### src/rtl/core/spre_pkg.sv
package spre_pkg;

    localparam int MAX_ANGLE   = 90;
    localparam int RATE_LEVELS = 8;
    localparam int TAB_TO_STEPS = 23;

    localparam int ANG_W  = 7;
    localparam int TAB_W  = 10;
    localparam int Q8_W   = 15;
    localparam int PH_W   = 2;
    localparam int LVL_W  = 3;
    localparam int RATE_W = 11;
    localparam int STEP_W = 15;
    localparam int TIME_W = 24;
    localparam int EL_W   = 25;
    localparam int PROD_W = 26;
    localparam int DEN_W  = 16;

    // pipelined divider widths, used by both dividers; the fraction divisor reaches 14 * 23 * 1666
    localparam int DIV_NW = 28;
    localparam int DIV_DW = 20;
    localparam int DIV_QW = 10;

    // configuration port
    localparam int CFG_AW = 3;
    localparam int CFG_DW = 24;

    localparam logic [CFG_AW-1:0] REG_SETUP_UP    = 3'd0;
    localparam logic [CFG_AW-1:0] REG_SETUP_DOWN  = 3'd1;
    localparam logic [CFG_AW-1:0] REG_SETTLE_UP   = 3'd2;
    localparam logic [CFG_AW-1:0] REG_SETTLE_DOWN = 3'd3;
    localparam logic [CFG_AW-1:0] REG_CALIB       = 3'd4;

    localparam logic [PH_W-1:0] PH_ARRIVED = 2'd0;
    localparam logic [PH_W-1:0] PH_SETUP   = 2'd1;
    localparam logic [PH_W-1:0] PH_MOVING  = 2'd2;
    localparam logic [PH_W-1:0] PH_UNKNOWN = 2'd3;

    localparam logic [Q8_W-1:0]  FULL_Q8 = 15'd23040;
    localparam logic [TAB_W-1:0] TAB_END = 10'd907;

    // ramp time of the full span (11578582 us) and full span at top rate (9637782 us)
    localparam logic [TIME_W-1:0] LIM_KNOWN_BASE = 24'd11578582;
    localparam logic [TIME_W-1:0] LIM_UNK_BASE   = 24'd9637782;

    // per-step time of each rate level, us
    localparam logic [RATE_W-1:0] RATE_US [RATE_LEVELS] =
        '{11'd1666, 11'd1348, 11'd1029, 11'd709, 11'd629, 11'd549, 11'd509, 11'd462};
    // steps taken before level k while accelerating
    localparam logic [RATE_W-1:0] LSUM [RATE_LEVELS] =
        '{11'd0, 11'd400, 11'd700, 11'd900, 11'd1100, 11'd1300, 11'd1500, 11'd1700};
    // time spent before level k while accelerating, us
    localparam logic [20:0] ASUM [RATE_LEVELS] =
        '{21'd0, 21'd666400, 21'd1070800, 21'd1276600,
          21'd1418400, 21'd1544200, 21'd1654000, 21'd1755800};

    localparam logic [TAB_W-1:0] ANG_TAB [MAX_ANGLE+1] = '{
        10'd0,   10'd7,   10'd14,  10'd21,  10'd28,  10'd35,  10'd42,  10'd49,  10'd56,  10'd64,
        10'd71,  10'd78,  10'd86,  10'd93,  10'd101, 10'd109, 10'd116, 10'd125, 10'd134, 10'd141,
        10'd150, 10'd156, 10'd165, 10'd174, 10'd183, 10'd192, 10'd201, 10'd210, 10'd218, 10'd229,
        10'd239, 10'd248, 10'd254, 10'd267, 10'd277, 10'd287, 10'd296, 10'd306, 10'd316, 10'd326,
        10'd336, 10'd344, 10'd356, 10'd367, 10'd377, 10'd388, 10'd398, 10'd409, 10'd417, 10'd431,
        10'd440, 10'd453, 10'd463, 10'd474, 10'd487, 10'd498, 10'd509, 10'd519, 10'd531, 10'd541,
        10'd554, 10'd565, 10'd576, 10'd588, 10'd599, 10'd612, 10'd622, 10'd635, 10'd647, 10'd658,
        10'd670, 10'd681, 10'd694, 10'd706, 10'd719, 10'd730, 10'd743, 10'd754, 10'd766, 10'd779,
        10'd791, 10'd801, 10'd812, 10'd825, 10'd838, 10'd850, 10'd860, 10'd873, 10'd884, 10'd896,
        10'd907
    };

    typedef struct packed {
        logic [19:0] setup_up_us;
        logic [19:0] setup_down_us;
        logic [19:0] settle_up_us;
        logic [19:0] settle_down_us;
        logic [23:0] calib_latency_us;
    } spre_cfg_t;

    typedef struct packed {
        logic             start_known;
        logic [ANG_W-1:0] start_angle;
        logic             dest_known;
        logic [ANG_W-1:0] dest_angle;
        logic [31:0]      elapsed_us;
    } spre_in_t;

    typedef struct packed {
        logic            known;
        logic [Q8_W-1:0] q8;
        logic [PH_W-1:0] phase;
    } spre_res_t;

    // sideband that rides along the divider stages
    typedef struct packed {
        spre_res_t        res;
        logic             moving;
        logic [DEN_W-1:0] den;
        logic [ANG_W-1:0] idx;
        logic             full;
    } spre_side_t;

    function automatic logic [TAB_W-1:0] tab_lookup(input logic [ANG_W-1:0] idx);
        logic [TAB_W-1:0] v;
        v = '0;
        if (idx <= ANG_W'(MAX_ANGLE))
        begin
            v = ANG_TAB[idx];
        end
        return v;
    endfunction

endpackage

### src/rtl/core/spre_div.sv
module spre_div (
    input  logic                        clk,
    input  logic                        rst_n,
    input  logic                        en,
    input  logic                        in_valid,
    input  logic [spre_pkg::DIV_NW-1:0] dvd,
    input  logic [spre_pkg::DIV_DW-1:0] dsr,
    input  spre_pkg::spre_side_t        in_side,
    output logic                        out_valid,
    output logic [spre_pkg::DIV_QW-1:0] quo,
    output logic [spre_pkg::DIV_NW-1:0] rem,
    output spre_pkg::spre_side_t        out_side
);
    import spre_pkg::*;

    localparam int TW = DIV_DW + DIV_QW;

    // one quotient bit per stage, MSB first
    logic              v_reg    [DIV_QW];
    logic [DIV_NW-1:0] rem_reg  [DIV_QW];
    logic [DIV_QW-1:0] quo_reg  [DIV_QW];
    logic [DIV_DW-1:0] dsr_reg  [DIV_QW];
    spre_side_t        side_reg [DIV_QW];

    for (genvar k = 0; k < DIV_QW; k++)
    begin : g_stage
        logic              v_src;
        logic [DIV_NW-1:0] rem_src;
        logic [DIV_QW-1:0] quo_src;
        logic [DIV_DW-1:0] dsr_src;
        spre_side_t        side_src;
        logic [TW-1:0]     trial;
        logic              fits;

        if (k == 0)
        begin : g_head
            assign v_src    = in_valid;
            assign rem_src  = dvd;
            assign quo_src  = '0;
            assign dsr_src  = dsr;
            assign side_src = in_side;
        end
        else
        begin : g_body
            assign v_src    = v_reg[k-1];
            assign rem_src  = rem_reg[k-1];
            assign quo_src  = quo_reg[k-1];
            assign dsr_src  = dsr_reg[k-1];
            assign side_src = side_reg[k-1];
        end

        assign trial = TW'(dsr_src) << (DIV_QW - 1 - k);
        assign fits  = TW'(rem_src) >= trial;

        always_ff @(posedge clk or negedge rst_n)
        begin
            if (!rst_n)
            begin
                v_reg[k] <= 1'b0;
            end
            else if (en)
            begin
                v_reg[k] <= v_src;
            end
        end

        always_ff @(posedge clk)
        begin
            if (en)
            begin
                rem_reg[k]  <= fits ? (rem_src - DIV_NW'(trial)) : rem_src;
                quo_reg[k]  <= {quo_src[DIV_QW-2:0], fits};
                dsr_reg[k]  <= dsr_src;
                side_reg[k] <= side_src;
            end
        end
    end

    assign out_valid = v_reg[DIV_QW-1];
    assign quo       = quo_reg[DIV_QW-1];
    assign rem       = rem_reg[DIV_QW-1];
    assign out_side  = side_reg[DIV_QW-1];

    // quotient must fit: the remainder ends below the divisor
    a_rem_below: assert property (@(posedge clk) disable iff (!rst_n)
        v_reg[DIV_QW-1] && side_reg[DIV_QW-1].moving
        |-> rem_reg[DIV_QW-1] < DIV_NW'(dsr_reg[DIV_QW-1]))
        else $error("divider remainder not below divisor");

endmodule

### config.mk
export PLATFORM = sky130hd
export DESIGN_NAME = spre_div
export DESIGN_NICKNAME = d
export VERILOG_FILES = /design/src/rtl/core/spre_pkg.sv /design/src/rtl/core/spre_div.sv
export SDC_FILE = /design/constraint.sdc
export NUM_CORES = 1
export LEC_CHECK = 0
export ABC_AREA = 0
export BUFFER_PORTS_ARGS = -buffer_cell sky130_fd_sc_hd__buf_2
export CAP_MARGIN = 20
export CORE_ASPECT_RATIO = 1.4
export CORE_UTILIZATION = 30
export DETAILED_ROUTE_END_ITERATION = 10
export GPL_TIMING_DRIVEN = 0
export SYNTH_ARGS = -nofsm -noshare
export SYNTH_HDL_FRONTEND = slang
export SYNTH_SLANG_ARGS = --single-unit
### constraint.sdc
create_clock -name clk -period 8.6 [get_ports clk]
set_clock_uncertainty 0.1 [all_clocks]
set_input_delay 1.72 -clock clk [delete_from_list [all_inputs] [get_ports clk]]
set_output_delay 1.72 -clock clk [all_outputs]
set_load 0.02 [all_outputs]
# Word level (Yosys, flattened, before mapping)
# Memories as Yosys holds them, arrays and structs flattened.
# Index checks and enable logic that the tools add are counted.
[classes]
order_cmp = 10
n_mux = 12
n_addsub = 10
[op_table]
columns = ["op", "n"]
rows = [
  ["28-bit two-way mux", 10],
  ["28-bit subtractor", 2],
  ["28-bit by 29-bit greater-or-equal comparator with 1-bit output", 1],
  ["28-bit by 20-bit greater-or-equal comparator with 1-bit output", 1],
  ["28-bit by 21-bit greater-or-equal comparator with 1-bit output", 1],
  ["28-bit by 22-bit greater-or-equal comparator with 1-bit output", 1],
  ["28-bit by 23-bit greater-or-equal comparator with 1-bit output", 1],
  ["28-bit by 24-bit greater-or-equal comparator with 1-bit output", 1],
  ["28-bit by 25-bit greater-or-equal comparator with 1-bit output", 1],
  ["28-bit by 26-bit greater-or-equal comparator with 1-bit output", 1],
  ["28-bit by 27-bit greater-or-equal comparator with 1-bit output", 1],
  ["28-bit greater-or-equal comparator", 1],
  ["28-bit by 20-bit subtractor with 28-bit output", 1],
  ["28-bit by 21-bit subtractor with 28-bit output", 1],
  ["28-bit by 22-bit subtractor with 28-bit output", 1],
  ["28-bit by 23-bit subtractor with 28-bit output", 1],
  ["28-bit by 24-bit subtractor with 28-bit output", 1],
  ["28-bit by 25-bit subtractor with 28-bit output", 1],
  ["28-bit by 26-bit subtractor with 28-bit output", 1],
  ["28-bit by 27-bit subtractor with 28-bit output", 1],
  ["1-bit two-way mux", 2],
]
[totals]
regBits = 10
n_memories = 4
wordCells = 46
input_bits = 95
ramBits = 1010
output_inout_bits = 82
[mem_list]
columns = ["name", "depth", "width", "rd", "rd_clocked_by_memory_dff", "write_ports", "line", "text"]
rows = [
  ["side_reg", 10, 43, 10, 0, 10, "spre_div.sv:23", "spre_side_t side_reg [DIV_QW];"],
  ["rem_reg", 10, 28, 10, 0, 10, "spre_div.sv:20", "logic [DIV_NW-1:0] rem_reg [DIV_QW];"],
  ["dsr_reg", 10, 20, 9, 0, 10, "spre_div.sv:22", "logic [DIV_DW-1:0] dsr_reg [DIV_QW];"],
  ["quo_reg", 10, 10, 10, 0, 10, "spre_div.sv:21", "logic [DIV_QW-1:0] quo_reg [DIV_QW];"],
]

# Logic depth before layout (Yosys ltp)
# An unclocked memory read counts as a cell.
[depth]
ltp_word = 3
mapped_depth = 13
mapped_depth_nobuf = 13

# Least setup slack after synthesis
# Ideal clock, no wire load.
[synth_timing]
path_kind = "input-to-reg"
from = "input dvd[9] in the netlist's numbering"
to = "memory rem_reg[0][19] (data pin)"
path_stages = 13
t_required_ns = 8.240
slack_ns = 3.829
t_arrival_ns = 4.411
path_buffers = 1
setup_ns = 0.260
path_cell_list = "inv_1 > ha_1 > inv_1 > fa_1 > a211oi_1 > o21ai_0 > o22a_1 > a221o_1 > a311o_1 > a31oi_1 > or3_1 > buf_2 > mux2_2"
[synth_lines]
columns = ["item", "line", "text"]
rows = [
  ["start: declaration", "spre_div.sv:6", "input logic [spre_pkg::DIV_NW-1:0] dvd,"],
  ["end: declaration", "spre_div.sv:20", ""],
]

==> run metrics <==
Iter 0 DRT Violations=1218; cells on worst reg2reg path=12; fin nets=3646; Required @ worst endpoint=8.82 ns; worst-path fanout max=132; chip width=320 um; Yosys cell types=83; register area share after synthesis=67.4%; number of remaining DRC errors=0; gpl congestion=0.886; Hold-fix buffers, CTS=0; post-CTS resize count=0; Die Height=447 um; Global Route Usage Sum=11.0%; initial core utilization=30.2%; Pins Over Slew Limit=0; Setup crit end=rem_reg[0][14]; Post-synth EDFFs=945; setup bufs post-CTS=0; HP Class=reg2reg; post-synth design cell area=42500 um2; Via density=4.58; Layout Area Growth over Synthesis=15.6%; port bufs=176; flop-to-flop setup slack=4.42 ns; largest net degree at the start of global routing=133; Pwr Total=15.2 mW; overflow left after global routing=0; CTS tree=yes; Max Clk Rate=0.205 GHz; Async SR Flop Fraction=1.05%; WL/cell=15.1 um; Critical Path Sink Type=flip-flop; DP Wirelength=56700 um; layout cells sized above 1=13.2%; Slew headroom=33.4%; synthesized area per cell=13.9 um2; H-tree depth=3; setup TNS=0 ns; global-route wire length before repair=126000 um; dominant register cell in the synthesized netlist=edfxtp_1; Mapped Cells=3056; number of global-route vias before repair=24600; DR pass1 iterations=5; Place WS=2.79 ns; via count=24000; fin cells=5240; diodes inserted=0; clock sinks=955; CTS clk-pin slew, worst paths=0.06 ns; worst-margin pin slew=0.973 ns; CTS Buf Count=100; Worst Path Arrival=5.11 ns; Final Critical Period=4.89 ns; Yosys reg bits=955; root buf cell=clkbuf_16; worst vdd ir=0.000155 V; Hold Fails Final Rpt=0; final setup fails=0; P per Cell Area=310 nW/um2; Clock Path Buffers=3; Worst-Skew Late Latency=0.70 ns; synth warn=0; reg2reg start=dsr_reg[2][0]; Worst Setup SP=en; Pleak=18.4 nW; end of the worst register-to-register path=rem_reg[3][12]; final WL=79000 um; Hold Slack=0.302 ns; CP startpoint kind=primary input; RSZ-0062 raised after global routing=false; Site Rows=163; period utilization=56.8%; initial antenna violation count=4; Max Cap Viol=0; net count after synthesis=3360; antenna-violating nets left=0; fin worst setup slack=3.71 ns; # placed instances=5055; core area=141000 um2; IO Pins=177; max reg flops=430; DIE AREA=143000 um2; status=finished, final reports clean; Setup Crit Path Kind=in2reg
-- placed cells by master, fill, tap and decap left out, drive strengths merged, types with 26 or more instances in the layout --
cell type and n:
o21a 38, nor3 45, xor2 81, nor2b 30, ha 199, a211oi 31, xnor2 103, mux2 79
nor2 170, buf 202, o21ai 162, clkbuf 158, inv 261, a21oi 211, nand2 190, nand3 44
or3 26, clkinv 41, a21o 68, edfxtp 945
-- final cells by class --
| class | instances | area (um2) |
|---|---|---|
| multi-input combinational | 1792 | 12700 |
| clock buffer | 123 | 2610 |
| timing repair buffer | 184 | 1110 |
| clock inverter | 62 | 621 |
| tap | 1815 | 2270 |
| fill | 13600 | 91600 |
| inverter | 256 | 961 |
| buffer | 53 | 238 |
| sequential | 955 | 28600 |
-- kinds of logic after synthesis --
kind of cell	synth area share, %
compound gates	10.2
xor+xnor	3.79
fa+ha+maj	6.33
buf+inv	2.82
flops	67.4
mux	2.28
simple gates	7.15
-- Yosys cell counts (all sizes together), types with 16 or more instances --
library cell / number / area share, %
a21oi: 211 / 2.5
mux2: 79 / 2.1
o21ai: 162 / 1.9
nor3: 45 / 0.53
nand4: 23 / 0.34
a31oi: 16 / 0.24
inv: 256 / 2.3
nor2b: 30 / 0.44
a211oi: 31 / 0.56
xnor2: 103 / 2.1
nor2: 170 / 1.5
or3: 26 / 0.38
o211ai: 23 / 0.41
o31ai: 17 / 0.31
clkbuf: 35 / 0.31
and3: 22 / 0.32
a21o: 68 / 1.2
buf: 18 / 0.25
o21bai: 19 / 0.34
nand2: 190 / 1.7
o21a: 38 / 0.67
xor2: 81 / 1.7
nand2b: 16 / 0.24
edfxtp: 945 / 67
ha: 199 / 5.9
nand3: 44 / 0.52
-- metal layers --
layer	global-route usage, %	vias to the layer above	wire, um
li1	-	12100	-
met4	6.49	4	3790
met1	11.9	11300	31600
met3	1.90	188	3000
met5	0	-	27
met2	20.1	477	40600
-- where the power goes --
part	switching (mW)	internal (mW)	leakage, nW
clock	1.79	2.44	1.56
combinational	2.55	1.90	7.46
sequential	0.381	6.16	9.33
total	4.72	10.5	18.4
-- how the worst min path moves through the flow --
stage                    startpoint         endpoint  slack, ns  cells after the start
finish              side_reg[6][42]  side_reg[7][42]       0.30                      0
global route        side_reg[6][42]  side_reg[7][42]       0.31                      0
CTS                 side_reg[6][42]  side_reg[7][42]       0.31                      0
detailed placement    quo_reg[3][1]    quo_reg[4][2]       0.30                      0
global placement    side_reg[4][36]  side_reg[5][36]       0.30                      0
floorplan             quo_reg[0][0]    quo_reg[1][1]       0.30                      0
-- worst max-delay path: stages --
cell and delay (ns):
buf_8 0.39, buf_16 0.43, buf_16 0.44, buf_16 0.40, buf_16 0.45, buf_16 0.35, buf_16 0.46
-- per-stage QoR --
stage | area (um2) | utilization [%]
2_1_floorplan | 42500 | -
3_3_place_gp | 45600 | 32.4
3_5_place_dp | 45900 | 32.6
4_1_cts | 49100 | 34.9
5_1_grt | 49100 | 34.9
6_report | 49100 | 34.9
Power figures use the tool's default switching activity.
