===== src/rtl/core/spre_pkg.sv =====
package spre_pkg;

    localparam int MAX_ANGLE   = 90;
    localparam int RATE_LEVELS = 8;
    localparam int TAB_TO_STEPS = 23;

    localparam int ANG_W  = 7;
    localparam int TAB_W  = 10;
    localparam int Q8_W   = 15;
    localparam int PH_W   = 2;
    localparam int LVL_W  = 3;
    localparam int RATE_W = 11;
    localparam int STEP_W = 15;
    localparam int TIME_W = 24;
    localparam int EL_W   = 25;
    localparam int PROD_W = 26;
    localparam int DEN_W  = 16;

    // pipelined divider widths, used by both dividers; the fraction divisor reaches 14 * 23 * 1666
    localparam int DIV_NW = 28;
    localparam int DIV_DW = 20;
    localparam int DIV_QW = 10;

    // configuration port
    localparam int CFG_AW = 3;
    localparam int CFG_DW = 24;

    localparam logic [CFG_AW-1:0] REG_SETUP_UP    = 3'd0;
    localparam logic [CFG_AW-1:0] REG_SETUP_DOWN  = 3'd1;
    localparam logic [CFG_AW-1:0] REG_SETTLE_UP   = 3'd2;
    localparam logic [CFG_AW-1:0] REG_SETTLE_DOWN = 3'd3;
    localparam logic [CFG_AW-1:0] REG_CALIB       = 3'd4;

    localparam logic [PH_W-1:0] PH_ARRIVED = 2'd0;
    localparam logic [PH_W-1:0] PH_SETUP   = 2'd1;
    localparam logic [PH_W-1:0] PH_MOVING  = 2'd2;
    localparam logic [PH_W-1:0] PH_UNKNOWN = 2'd3;

    localparam logic [Q8_W-1:0]  FULL_Q8 = 15'd23040;
    localparam logic [TAB_W-1:0] TAB_END = 10'd907;

    // ramp time of the full span (11578582 us) and full span at top rate (9637782 us)
    localparam logic [TIME_W-1:0] LIM_KNOWN_BASE = 24'd11578582;
    localparam logic [TIME_W-1:0] LIM_UNK_BASE   = 24'd9637782;

    // per-step time of each rate level, us
    localparam logic [RATE_W-1:0] RATE_US [RATE_LEVELS] =
        '{11'd1666, 11'd1348, 11'd1029, 11'd709, 11'd629, 11'd549, 11'd509, 11'd462};
    // steps taken before level k while accelerating
    localparam logic [RATE_W-1:0] LSUM [RATE_LEVELS] =
        '{11'd0, 11'd400, 11'd700, 11'd900, 11'd1100, 11'd1300, 11'd1500, 11'd1700};
    // time spent before level k while accelerating, us
    localparam logic [20:0] ASUM [RATE_LEVELS] =
        '{21'd0, 21'd666400, 21'd1070800, 21'd1276600,
          21'd1418400, 21'd1544200, 21'd1654000, 21'd1755800};

    localparam logic [TAB_W-1:0] ANG_TAB [MAX_ANGLE+1] = '{
        10'd0,   10'd7,   10'd14,  10'd21,  10'd28,  10'd35,  10'd42,  10'd49,  10'd56,  10'd64,
        10'd71,  10'd78,  10'd86,  10'd93,  10'd101, 10'd109, 10'd116, 10'd125, 10'd134, 10'd141,
        10'd150, 10'd156, 10'd165, 10'd174, 10'd183, 10'd192, 10'd201, 10'd210, 10'd218, 10'd229,
        10'd239, 10'd248, 10'd254, 10'd267, 10'd277, 10'd287, 10'd296, 10'd306, 10'd316, 10'd326,
        10'd336, 10'd344, 10'd356, 10'd367, 10'd377, 10'd388, 10'd398, 10'd409, 10'd417, 10'd431,
        10'd440, 10'd453, 10'd463, 10'd474, 10'd487, 10'd498, 10'd509, 10'd519, 10'd531, 10'd541,
        10'd554, 10'd565, 10'd576, 10'd588, 10'd599, 10'd612, 10'd622, 10'd635, 10'd647, 10'd658,
        10'd670, 10'd681, 10'd694, 10'd706, 10'd719, 10'd730, 10'd743, 10'd754, 10'd766, 10'd779,
        10'd791, 10'd801, 10'd812, 10'd825, 10'd838, 10'd850, 10'd860, 10'd873, 10'd884, 10'd896,
        10'd907
    };

    typedef struct packed {
        logic [19:0] setup_up_us;
        logic [19:0] setup_down_us;
        logic [19:0] settle_up_us;
        logic [19:0] settle_down_us;
        logic [23:0] calib_latency_us;
    } spre_cfg_t;

    typedef struct packed {
        logic             start_known;
        logic [ANG_W-1:0] start_angle;
        logic             dest_known;
        logic [ANG_W-1:0] dest_angle;
        logic [31:0]      elapsed_us;
    } spre_in_t;

    typedef struct packed {
        logic            known;
        logic [Q8_W-1:0] q8;
        logic [PH_W-1:0] phase;
    } spre_res_t;

    // sideband that rides along the divider stages
    typedef struct packed {
        spre_res_t        res;
        logic             moving;
        logic [DEN_W-1:0] den;
        logic [ANG_W-1:0] idx;
        logic             full;
    } spre_side_t;

    function automatic logic [TAB_W-1:0] tab_lookup(input logic [ANG_W-1:0] idx);
        logic [TAB_W-1:0] v;
        v = '0;
        if (idx <= ANG_W'(MAX_ANGLE))
        begin
            v = ANG_TAB[idx];
        end
        return v;
    endfunction

endpackage


===== src/rtl/core/spre_ramp.sv =====
module spre_ramp (
    input  logic                        clk,
    input  logic                        rst_n,
    input  logic                        en,
    input  logic                        in_valid,
    input  spre_pkg::spre_in_t          in_beat,
    input  spre_pkg::spre_cfg_t         cfg,
    output logic                        out_valid,
    output logic [spre_pkg::DIV_NW-1:0] q,
    output spre_pkg::spre_side_t        side
);
    import spre_pkg::*;

    typedef enum logic [1:0] {RG_ASC, RG_TOP, RG_DESC} region_t;

    typedef struct packed {
        logic              early;
        spre_res_t         res;
        logic [ANG_W-1:0]  s;
        logic [ANG_W-1:0]  d;
        logic              up;
        logic [EL_W-1:0]   el;
        logic [19:0]       setup;
        logic [STEP_W-1:0] total;
        logic [STEP_W-1:0] tab_s23;
        logic [LVL_W-1:0]  top;
        logic [LVL_W-1:0]  j;
        logic [STEP_W-1:0] n;
        logic [TIME_W-1:0] ntime;
        logic [TIME_W-1:0] t;
        region_t           region;
        logic [TIME_W-1:0] xz;
        logic [STEP_W-1:0] coef;
        logic [TIME_W-1:0] off;
        logic [RATE_W-1:0] rate;
        logic [PROD_W-1:0] prod1;
        logic [PROD_W-1:0] prod2;
        logic [DEN_W-1:0]  den;
        logic [PROD_W-1:0] q;
    } rs_t;

    localparam int NST = 7;

    logic [NST-1:0] v_reg;
    rs_t s1_reg, s2_reg, s3_reg, s4_reg, s5_reg, s6_reg, s7_reg;
    rs_t s1_next, s2_next, s3_next, s4_next, s5_next, s6_next, s7_next;

    // stage 1 temporaries
    logic             sk, dk;
    logic [TAB_W-1:0] tab_s, tab_d, absd;
    logic [EL_W-1:0]  lim;
    logic             past;
    // stage 2..7 temporaries
    logic [LVL_W-1:0]  top_cnt, lt_cnt, le_cnt, j, j1;
    logic [EL_W-1:0]   transit;
    logic [EL_W:0]     t_end;
    logic [TIME_W-1:0] a_top;
    logic [EL_W:0]     z_full;
    logic [PROD_W:0]   m_full, q_full;

    // stage 1: range check, time limits, step count of the move
    always_comb
    begin
        sk    = in_beat.start_known && (in_beat.start_angle <= ANG_W'(MAX_ANGLE));
        dk    = in_beat.dest_known && (in_beat.dest_angle <= ANG_W'(MAX_ANGLE));
        tab_s = tab_lookup(in_beat.start_angle);
        tab_d = tab_lookup(in_beat.dest_angle);
        lim   = sk ? (EL_W'(LIM_KNOWN_BASE) + EL_W'(cfg.setup_down_us) + EL_W'(cfg.settle_down_us))
                   : (EL_W'(LIM_UNK_BASE) + EL_W'(cfg.calib_latency_us));
        past  = $signed(in_beat.elapsed_us) >= $signed({7'b0, lim});
        s1_next       = '0;
        s1_next.s     = in_beat.start_angle;
        s1_next.d     = in_beat.dest_angle;
        s1_next.up    = in_beat.dest_angle > in_beat.start_angle;
        absd          = s1_next.up ? (tab_d - tab_s) : (tab_s - tab_d);
        s1_next.total   = STEP_W'(absd) * STEP_W'(TAB_TO_STEPS);
        s1_next.tab_s23 = STEP_W'(tab_s) * STEP_W'(TAB_TO_STEPS);
        s1_next.setup   = s1_next.up ? cfg.setup_up_us : cfg.setup_down_us;
        s1_next.el      = in_beat.elapsed_us[EL_W-1:0];
        s1_next.early   = 1'b1;
        s1_next.res     = '{known: 1'b0, q8: '0, phase: PH_UNKNOWN};
        if (past)
        begin
            if (dk)
            begin
                s1_next.res = '{known: 1'b1, q8: {in_beat.dest_angle, 8'b0}, phase: PH_ARRIVED};
            end
        end
        else if (sk && dk && !in_beat.elapsed_us[31])
        begin
            s1_next.early = 1'b0;
        end
    end

    // stage 2: top rate level reached and time spent at it
    always_comb
    begin
        s2_next = s1_reg;
        top_cnt = '0;
        for (int k = 1; k < RATE_LEVELS; k++)
        begin
            if (s1_reg.total >= STEP_W'({LSUM[k], 1'b0}))
            begin
                top_cnt = top_cnt + LVL_W'(1);
            end
        end
        s2_next.top   = top_cnt;
        s2_next.n     = s1_reg.total - STEP_W'({LSUM[top_cnt], 1'b0});
        s2_next.ntime = TIME_W'(s2_next.n) * TIME_W'(RATE_US[top_cnt]);
    end

    // stage 3: setup delay / arrived / moving
    always_comb
    begin
        s3_next = s2_reg;
        transit = EL_W'({ASUM[s2_reg.top], 1'b0}) + EL_W'(s2_reg.ntime);
        t_end   = (EL_W+1)'(transit) + (EL_W+1)'(s2_reg.setup);
        s3_next.t = TIME_W'(s2_reg.el - EL_W'(s2_reg.setup));
        if (!s2_reg.early)
        begin
            if ((EL_W+1)'(s2_reg.el) >= t_end)
            begin
                s3_next.early = 1'b1;
                s3_next.res   = '{known: 1'b1, q8: {s2_reg.d, 8'b0}, phase: PH_ARRIVED};
            end
            else if (s2_reg.el <= EL_W'(s2_reg.setup))
            begin
                s3_next.early = 1'b1;
                s3_next.res   = '{known: 1'b1, q8: {s2_reg.s, 8'b0}, phase: PH_SETUP};
            end
        end
    end

    // stage 4: ramp region; the descending side is mirrored onto the ascending one
    always_comb
    begin
        s4_next = s3_reg;
        a_top   = TIME_W'(ASUM[s3_reg.top]);
        z_full  = (EL_W+1)'({a_top, 1'b0}) + (EL_W+1)'(s3_reg.ntime) - (EL_W+1)'(s3_reg.t);
        if (s3_reg.t <= a_top)
        begin
            s4_next.region = RG_ASC;
            s4_next.xz     = s3_reg.t;
        end
        else if (EL_W'(s3_reg.t) <= EL_W'(a_top) + EL_W'(s3_reg.ntime))
        begin
            s4_next.region = RG_TOP;
            s4_next.xz     = s3_reg.t;
        end
        else
        begin
            s4_next.region = RG_DESC;
            s4_next.xz     = TIME_W'(z_full);
        end
    end

    // stage 5: level in use, steps already done and time into it
    always_comb
    begin
        s5_next = s4_reg;
        lt_cnt  = '0;
        le_cnt  = '0;
        for (int k = 1; k < RATE_LEVELS; k++)
        begin
            if (TIME_W'(ASUM[k]) < s4_reg.xz)
            begin
                lt_cnt = lt_cnt + LVL_W'(1);
            end
            if (TIME_W'(ASUM[k]) <= s4_reg.xz)
            begin
                le_cnt = le_cnt + LVL_W'(1);
            end
        end
        j  = s4_reg.top;
        j1 = le_cnt + LVL_W'(1);
        s5_next.coef = STEP_W'(LSUM[s4_reg.top]);
        s5_next.off  = s4_reg.xz - TIME_W'(ASUM[s4_reg.top]);
        case (s4_reg.region)
            RG_ASC:
            begin
                j            = lt_cnt;
                s5_next.coef = STEP_W'(LSUM[lt_cnt]);
                s5_next.off  = s4_reg.xz - TIME_W'(ASUM[lt_cnt]);
            end
            RG_DESC:
            begin
                j            = le_cnt;
                s5_next.coef = STEP_W'({LSUM[s4_reg.top], 1'b0}) + s4_reg.n
                               - STEP_W'(LSUM[j1]);
                s5_next.off  = TIME_W'(ASUM[j1]) - s4_reg.xz;
            end
            default:
            begin
                j = s4_reg.top;
            end
        endcase
        s5_next.j    = j;
        s5_next.rate = RATE_US[j];
    end

    // stage 6: products on the selected rate
    always_comb
    begin
        s6_next       = s5_reg;
        s6_next.prod1 = PROD_W'(s5_reg.coef) * PROD_W'(s5_reg.rate);
        s6_next.prod2 = PROD_W'(s5_reg.tab_s23) * PROD_W'(s5_reg.rate);
        s6_next.den   = DEN_W'(s5_reg.rate) * DEN_W'(TAB_TO_STEPS);
    end

    // stage 7: table position scaled by den
    always_comb
    begin
        s7_next = s6_reg;
        m_full  = (PROD_W+1)'(s6_reg.prod1) + (PROD_W+1)'(s6_reg.off);
        q_full  = s6_reg.up ? ((PROD_W+1)'(s6_reg.prod2) + m_full)
                            : ((PROD_W+1)'(s6_reg.prod2) - m_full);
        s7_next.q = PROD_W'(q_full);
    end

    always_ff @(posedge clk or negedge rst_n)
    begin
        if (!rst_n)
        begin
            v_reg <= '0;
        end
        else if (en)
        begin
            v_reg <= {v_reg[NST-2:0], in_valid};
        end
    end

    always_ff @(posedge clk)
    begin
        if (en)
        begin
            s1_reg <= s1_next;
            s2_reg <= s2_next;
            s3_reg <= s3_next;
            s4_reg <= s4_next;
            s5_reg <= s5_next;
            s6_reg <= s6_next;
            s7_reg <= s7_next;
        end
    end

    assign out_valid   = v_reg[NST-1];
    assign q           = DIV_NW'(s7_reg.q);
    assign side.res    = s7_reg.res;
    assign side.moving = !s7_reg.early;
    assign side.den    = s7_reg.den;
    assign side.idx    = '0;
    assign side.full   = 1'b0;

endmodule


===== config.mk =====
export PLATFORM = sky130hd
export DESIGN_NAME = spre_ramp
export DESIGN_NICKNAME = d
export VERILOG_FILES = /design/src/rtl/core/spre_pkg.sv /design/src/rtl/core/spre_ramp.sv
export SDC_FILE = /design/constraint.sdc
export NUM_CORES = 2
export LEC_CHECK = 0
export CORE_MARGIN = 2
export CORE_UTILIZATION = 50
export DETAILED_ROUTE_END_ITERATION = 10
export DONT_BUFFER_PORTS = 1
export PLACE_DENSITY = 0.7
export SYNTH_ARGS = -nofsm -noshare
export SYNTH_HDL_FRONTEND = slang
export SYNTH_SLANG_ARGS = --single-unit

===== constraint.sdc =====
create_clock -name clk -period 19.6 [get_ports clk]
set_clock_uncertainty 0.15 [all_clocks]
set_input_delay 1.96 -clock clk [delete_from_list [all_inputs] [get_ports clk]]
set_output_delay 1.96 -clock clk [all_outputs]
set_load 0.01 [all_outputs]

# ---- Yosys cells after proc, flatten, opt, wreduce, memory -nomap -nowiden
# Memories as Yosys holds them, arrays and structs flattened. A register that Yosys moved wholly into a read port is not among the register bits.
# Index checks and enable logic that the tools add are counted.
dict set report classes {
  n_addsub 39
  mul 6
  div_mod_pow 0
  order_cmp 37
  n_eq_ne 1
  n_shift 0
  mux 60
  bitwise_logic 9
  n_reduce_logical 9
}
# operator n
set ops {}
lappend ops {{21-bit 2-to-1 mux} 10}
lappend ops {{21-bit by 24-bit <= comparator with 1-bit output (first input constant)} 6}
lappend ops {{21-bit by 24-bit < comparator with 1-bit output (first input constant)} 6}
lappend ops {{11-bit 2-to-1 mux} 10}
lappend ops {{39-bit one-hot mux with 2 select lines} 1}
lappend ops {{10-bit 2-to-1 mux} 7}
lappend ops {{15-bit by 12-bit >= comparator with 1-bit output (second input constant)} 4}
lappend ops {{3-bit by 1-bit adder with 3-bit output (second input constant)} 19}
lappend ops {{18-bit 2-to-1 mux} 3}
lappend ops {{3-bit 2-to-1 mux} 18}
lappend ops {{15-bit by 11-bit multiplier with 26-bit output} 2}
lappend ops {{26-bit 2-to-1 mux} 2}
lappend ops {{24-bit by 21-bit subtractor with 24-bit output} 2}
lappend ops {{32-bit by 26-bit >= comparator with 1-bit output} 1}
lappend ops {{15-bit by 11-bit >= comparator with 1-bit output (second input constant)} 2}
lappend ops {{10-bit by 5-bit multiplier with 15-bit output (second input constant)} 2}
lappend ops {{3-bit NOT with 4-bit output} 7}
lappend ops {{25-bit by 20-bit adder with 26-bit output} 1}
lappend ops {{26-bit by 24-bit adder with 26-bit output} 1}
lappend ops {{26-bit adder} 1}
lappend ops {{25-bit by 26-bit >= comparator with 1-bit output} 1}
lappend ops {{26-bit subtractor} 1}
lappend ops {{21-bit by 24-bit adder with 25-bit output} 1}
lappend ops {{22-bit by 24-bit adder with 25-bit output} 1}
lappend ops {{other kinds (36)} 52}
dict set report totals {
  regBits 679
  latchBits 0
  ramBits 0
  romBits 3928
  output_inout_bits 72
  memories 13
}
# memory depth width rd rd_clocked_by_memory_dff wr line_no
set memory_table {}
lappend memory_table {{(no name shown)} 128 10 1 0 0 spre_pkg.sv:106} ;# v = ANG_TAB[idx];
lappend memory_table {{(no name shown)} 128 10 1 0 0 spre_pkg.sv:106}
lappend memory_table {{(no name shown)} 8 21 1 0 0 spre_ramp.sv:190} ;# s5_next.off = TIME_W'(ASUM[j1]) - s4_reg.xz;
lappend memory_table {{(no name shown)} 8 21 1 0 0 spre_ramp.sv:183} ;# s5_next.off = s4_reg.xz - TIME_W'(ASUM[lt_cnt]);
lappend memory_table {{(no name shown)} 8 21 1 0 0 spre_ramp.sv:177} ;# s5_next.off = s4_reg.xz - TIME_W'(ASUM[s4_reg.top]);
lappend memory_table {{(no name shown)} 8 21 1 0 0 spre_ramp.sv:138} ;# a_top = TIME_W'(ASUM[s3_reg.top]);
lappend memory_table {{+7 memories} - - - - - -}

# ---- Depth between registers and ports, before layout
dict set report logic_depth {
  ltp_word 21
  depth_mapped 49
  depth_no_buf 48
}

# ---- Worst setup path before layout
# No wires, ideal clock.
dict set report synth_timing {
  kind {register to register}
  start {register s1_reg[267] (netlist name)}
  end {register s2_reg[216] (netlist name), data pin}
  setup_ps 266
  t_arrival_ps 10922
  path_slack_ps 8262
  path_stages_with_launch 47
  n_path_buf 1
  period_less_slack_ps 11338
  cell_sequence {edfxtp_1 > or3_1 > nor2_1 > o21ai_0 > ha_1 > or3_1 > ha_1 > o21a_1 > ha_1 > xor2_1 > a221o_1 > ha_1 > nand2b_1 > xnor3_1 > xor2_1 > inv_1 > clkbuf_1 > a21boi_0 > [... 11 more ...] > nand2_1 > fa_1 > fa_1 > inv_1 > fa_1 > fa_1 > inv_1 > fa_1 > inv_1 > ha_1 > nand2_1 > o21ai_0 > a41oi_1 > a2111oi_0 > o21a_1 > o21a_1 > o41ai_1 > xnor2_1}
}
# item line_no
set synth_lines {}
lappend synth_lines {{from (decl)} spre_ramp.sv:45} ;# rs_t s1_reg, s2_reg, s3_reg, s4_reg, s5_reg, s6_reg, s7_reg;
lappend synth_lines {{from (signal assigned)} spre_ramp.sv:236} ;# s1_reg <= s1_next;
lappend synth_lines {{to (signal assigned)} spre_ramp.sv:237} ;# s2_reg <= s2_next;
lappend synth_lines {{to (decl)} spre_ramp.sv:45}

==> metrics.yaml <==
min_path_cells: 0
placementRows: 126
wl_per_cell_um: 17.49
syn-cell-area_mm2: 0.05981
start_util_pct: 50.52
core-area_mm2: 0.1184
synth-async-reset-ratio_pct: 1.108
synth_area_per_cell_um2: 9.947
overflow: 0
post_cts_buffers: 0
synthTopCellsByArea: "edfxtp_1 31%, ha_1 15%, fa_1 15%"
start_kind: "flop"
grt_pass1_vias: 41680
grt_start_max_net_pins: 633
antenna_found_initial: 0
cts-root-buf: "clkbuf_16"
fillCellCount: 10370
drc: 0
wl_um: 132100
die-area_mm2: 0.1224
yosysTopAreaCell: "edfxtp_1"
hold_ws_ns: 0.2467
seq_area_frac_synth_pct: 31.67
ff_latch_area_mm2: 0.01894
ys_warn_count: 0
finalSetupViolCount: 0
place_hpwl_um: 102900
clk_pin_slew_ns: 0.06
worstSkewPairLatency_ns: 0.68
r2r_end: "s2_reg[216]"
first_iter_violations: 3152
drv_cap: 0
crit_type: "reg2reg"
critPathMaxStageDelay_ns: 0.72
multi_input_area_mm2: 0.03662
synth-edff-count: 625
gp_congestion: 0.9219
cts-buffers-inserted: 73
timing.critical_path.arrival_ns: 13.49
rsz0062_at_grt: "false"
io_pins: 228
critPathBufInv: 5
vias: 41410
ctsHoldBuffers: 0
status: "completed"
die_h_um: 349.9
ys.flop_type: "edfxtp_1"
relSlewSlack_pct: 20.57
final_layout_size_suffix_gt1_share_pct: 4.164
fp.dieW_um: 349.9
holdPathEnd: "s4_reg[230]"
cts_max_path_buffers: 3
rr_worst_depth: 44
hp-class: "reg2reg"
setup_tns_ns: 0
grt_use_total_pct: 21.97
final-hold-violation-count: 0
critPathRequiredTime_ns: 19.87
largest_reg_flops: 127
ant_nets: 0
ys_ff_latch: 632
cts_resized: 0
min_period_over_period_pct: 67.43
crit_family: "adder cells"
max_freq_ghz: 0.07566
r2r_slack_ns: 6.38
syn_inst: 6013
area_delta_synth_final_pct: 6.234
layout.nets: 7211
h-tree-depth: 3
cts.sinks: 632
crit_path_end_kind: "flop"
worst_path_max_delay_cell: "o22ai_1"
synth_cell_types: 98
worstMarginPinSlew_ns: 1.191
hold_start: "s3_reg[230]"
cpMostUsedCell: "ha_1"
cts_tree: "done"
grt_pass1_wl_um: 216700
viasPerCell: 5.481
finalMaxSlewViolations: 0
cp_max_fo: 9
fin_crit_ns: 13.22
io_buffers: 0
yosysTopAreaCellShare_pct: 31.38
antennaDiodeCount: 0
drt_first_pass_iters: 5
r2r_start: "s1_reg[267]"
-- placed cells by master, fill, tap and decap left out, drive strengths merged, types with 84 or more instances in the layout --
cell / n
xor2: 130
a21oi: 331
fa: 445
nor3: 84
nor2: 380
ha: 713
xnor2: 243
and2: 147
o21ai: 263
a21o: 122
clkbuf: 86
nand2: 575
edfxtp: 625
inv: 850
-- final cells by class --
type / instances / area share (%)
inverters: 843 / 4.980
clock buffers: 86 / 2.983
multi-input cells: 4313 / 57.63
flip-flops and latches: 632 / 29.81
clock inverters: 48 / 0.9492
repair buffers: 34 / 0.4962
well taps: 1600 / 3.151
-- worst reg2reg max path, delay by kind of cell (launching register included) --
kind,cells,cell delay [ns]
fa+ha+maj,12,4.75
simple gates,7,1.62
flops,1,0.49
buf+inv,5,0.64
compound gates,17,4.32
xor+xnor,3,1.01
-- cell families after synthesis --
group           share of synthesized area, %
flops                                  31.67
xor+xnor                               5.650
fa+ha+maj                              29.83
buf+inv                                7.265
simple gates                           12.27
mux                                    1.293
other cells                         0.006270
compound gates                         12.02
-- worst max-delay path by stage --
stage / end / depth (start not counted) / from / slack, ns
2_1_floorplan: s2_reg[216] / 46 / s1_reg[267] / 8.26
3_3_place_gp: s2_reg[216] / 44 / s1_reg[267] / 6.76
3_5_place_dp: s2_reg[216] / 44 / s1_reg[267] / 6.48
4_1_cts: s2_reg[216] / 44 / s1_reg[267] / 6.45
5_1_grt: s2_reg[216] / 44 / s1_reg[267] / 5.58
6_report: s2_reg[216] / 44 / s1_reg[267] / 6.38
-- cell usage after synthesis, drive strengths merged, types with 36 or more instances --
cell type	n
xor2	130
a31oi	47
nand3	63
o21ai	263
ha	713
o21a	58
a211oi	40
inv	838
xnor2	243
and2	147
nor2	380
mux2i	36
fa	445
nand2b	64
nor3	84
clkbuf	156
o21bai	40
a21o	122
nor2b	69
nand4	39
buf	86
edfxtp	625
a21oi	331
nand2	575
-- metal layers --
| layer | up-vias | track usage (%) | routed length, µm |
|---|---|---|---|
| li1 | 20210 | - | - |
| met1 | 20020 | 29.94 | 59850 |
| met2 | 1012 | 36.79 | 62650 |
| met3 | 175 | 2.631 | 6443 |
| met4 | 0 | 6.510 | 3206 |
| met5 | - | 0 | 0 |
-- per-stage QoR --
| step | cells | utilization [%] | setup WS (ns) | instance area (µm²) |
|---|---|---|---|---|
| after floorplan | 6030 | - | 8.262 | 59870 |
| after global placement | 7419 | 51.49 | 6.763 | 60960 |
| after detailed placement | 7419 | 51.49 | 6.481 | 60960 |
| after CTS | 7553 | 53.60 | 6.448 | 63460 |
| after global routing | 7556 | 53.67 | 5.585 | 63540 |
| final | 7556 | 53.67 | 6.383 | 63540 |
Power is not shown: default switching activity piles up to over one toggle a cycle in this logic, so the estimate is an artifact.
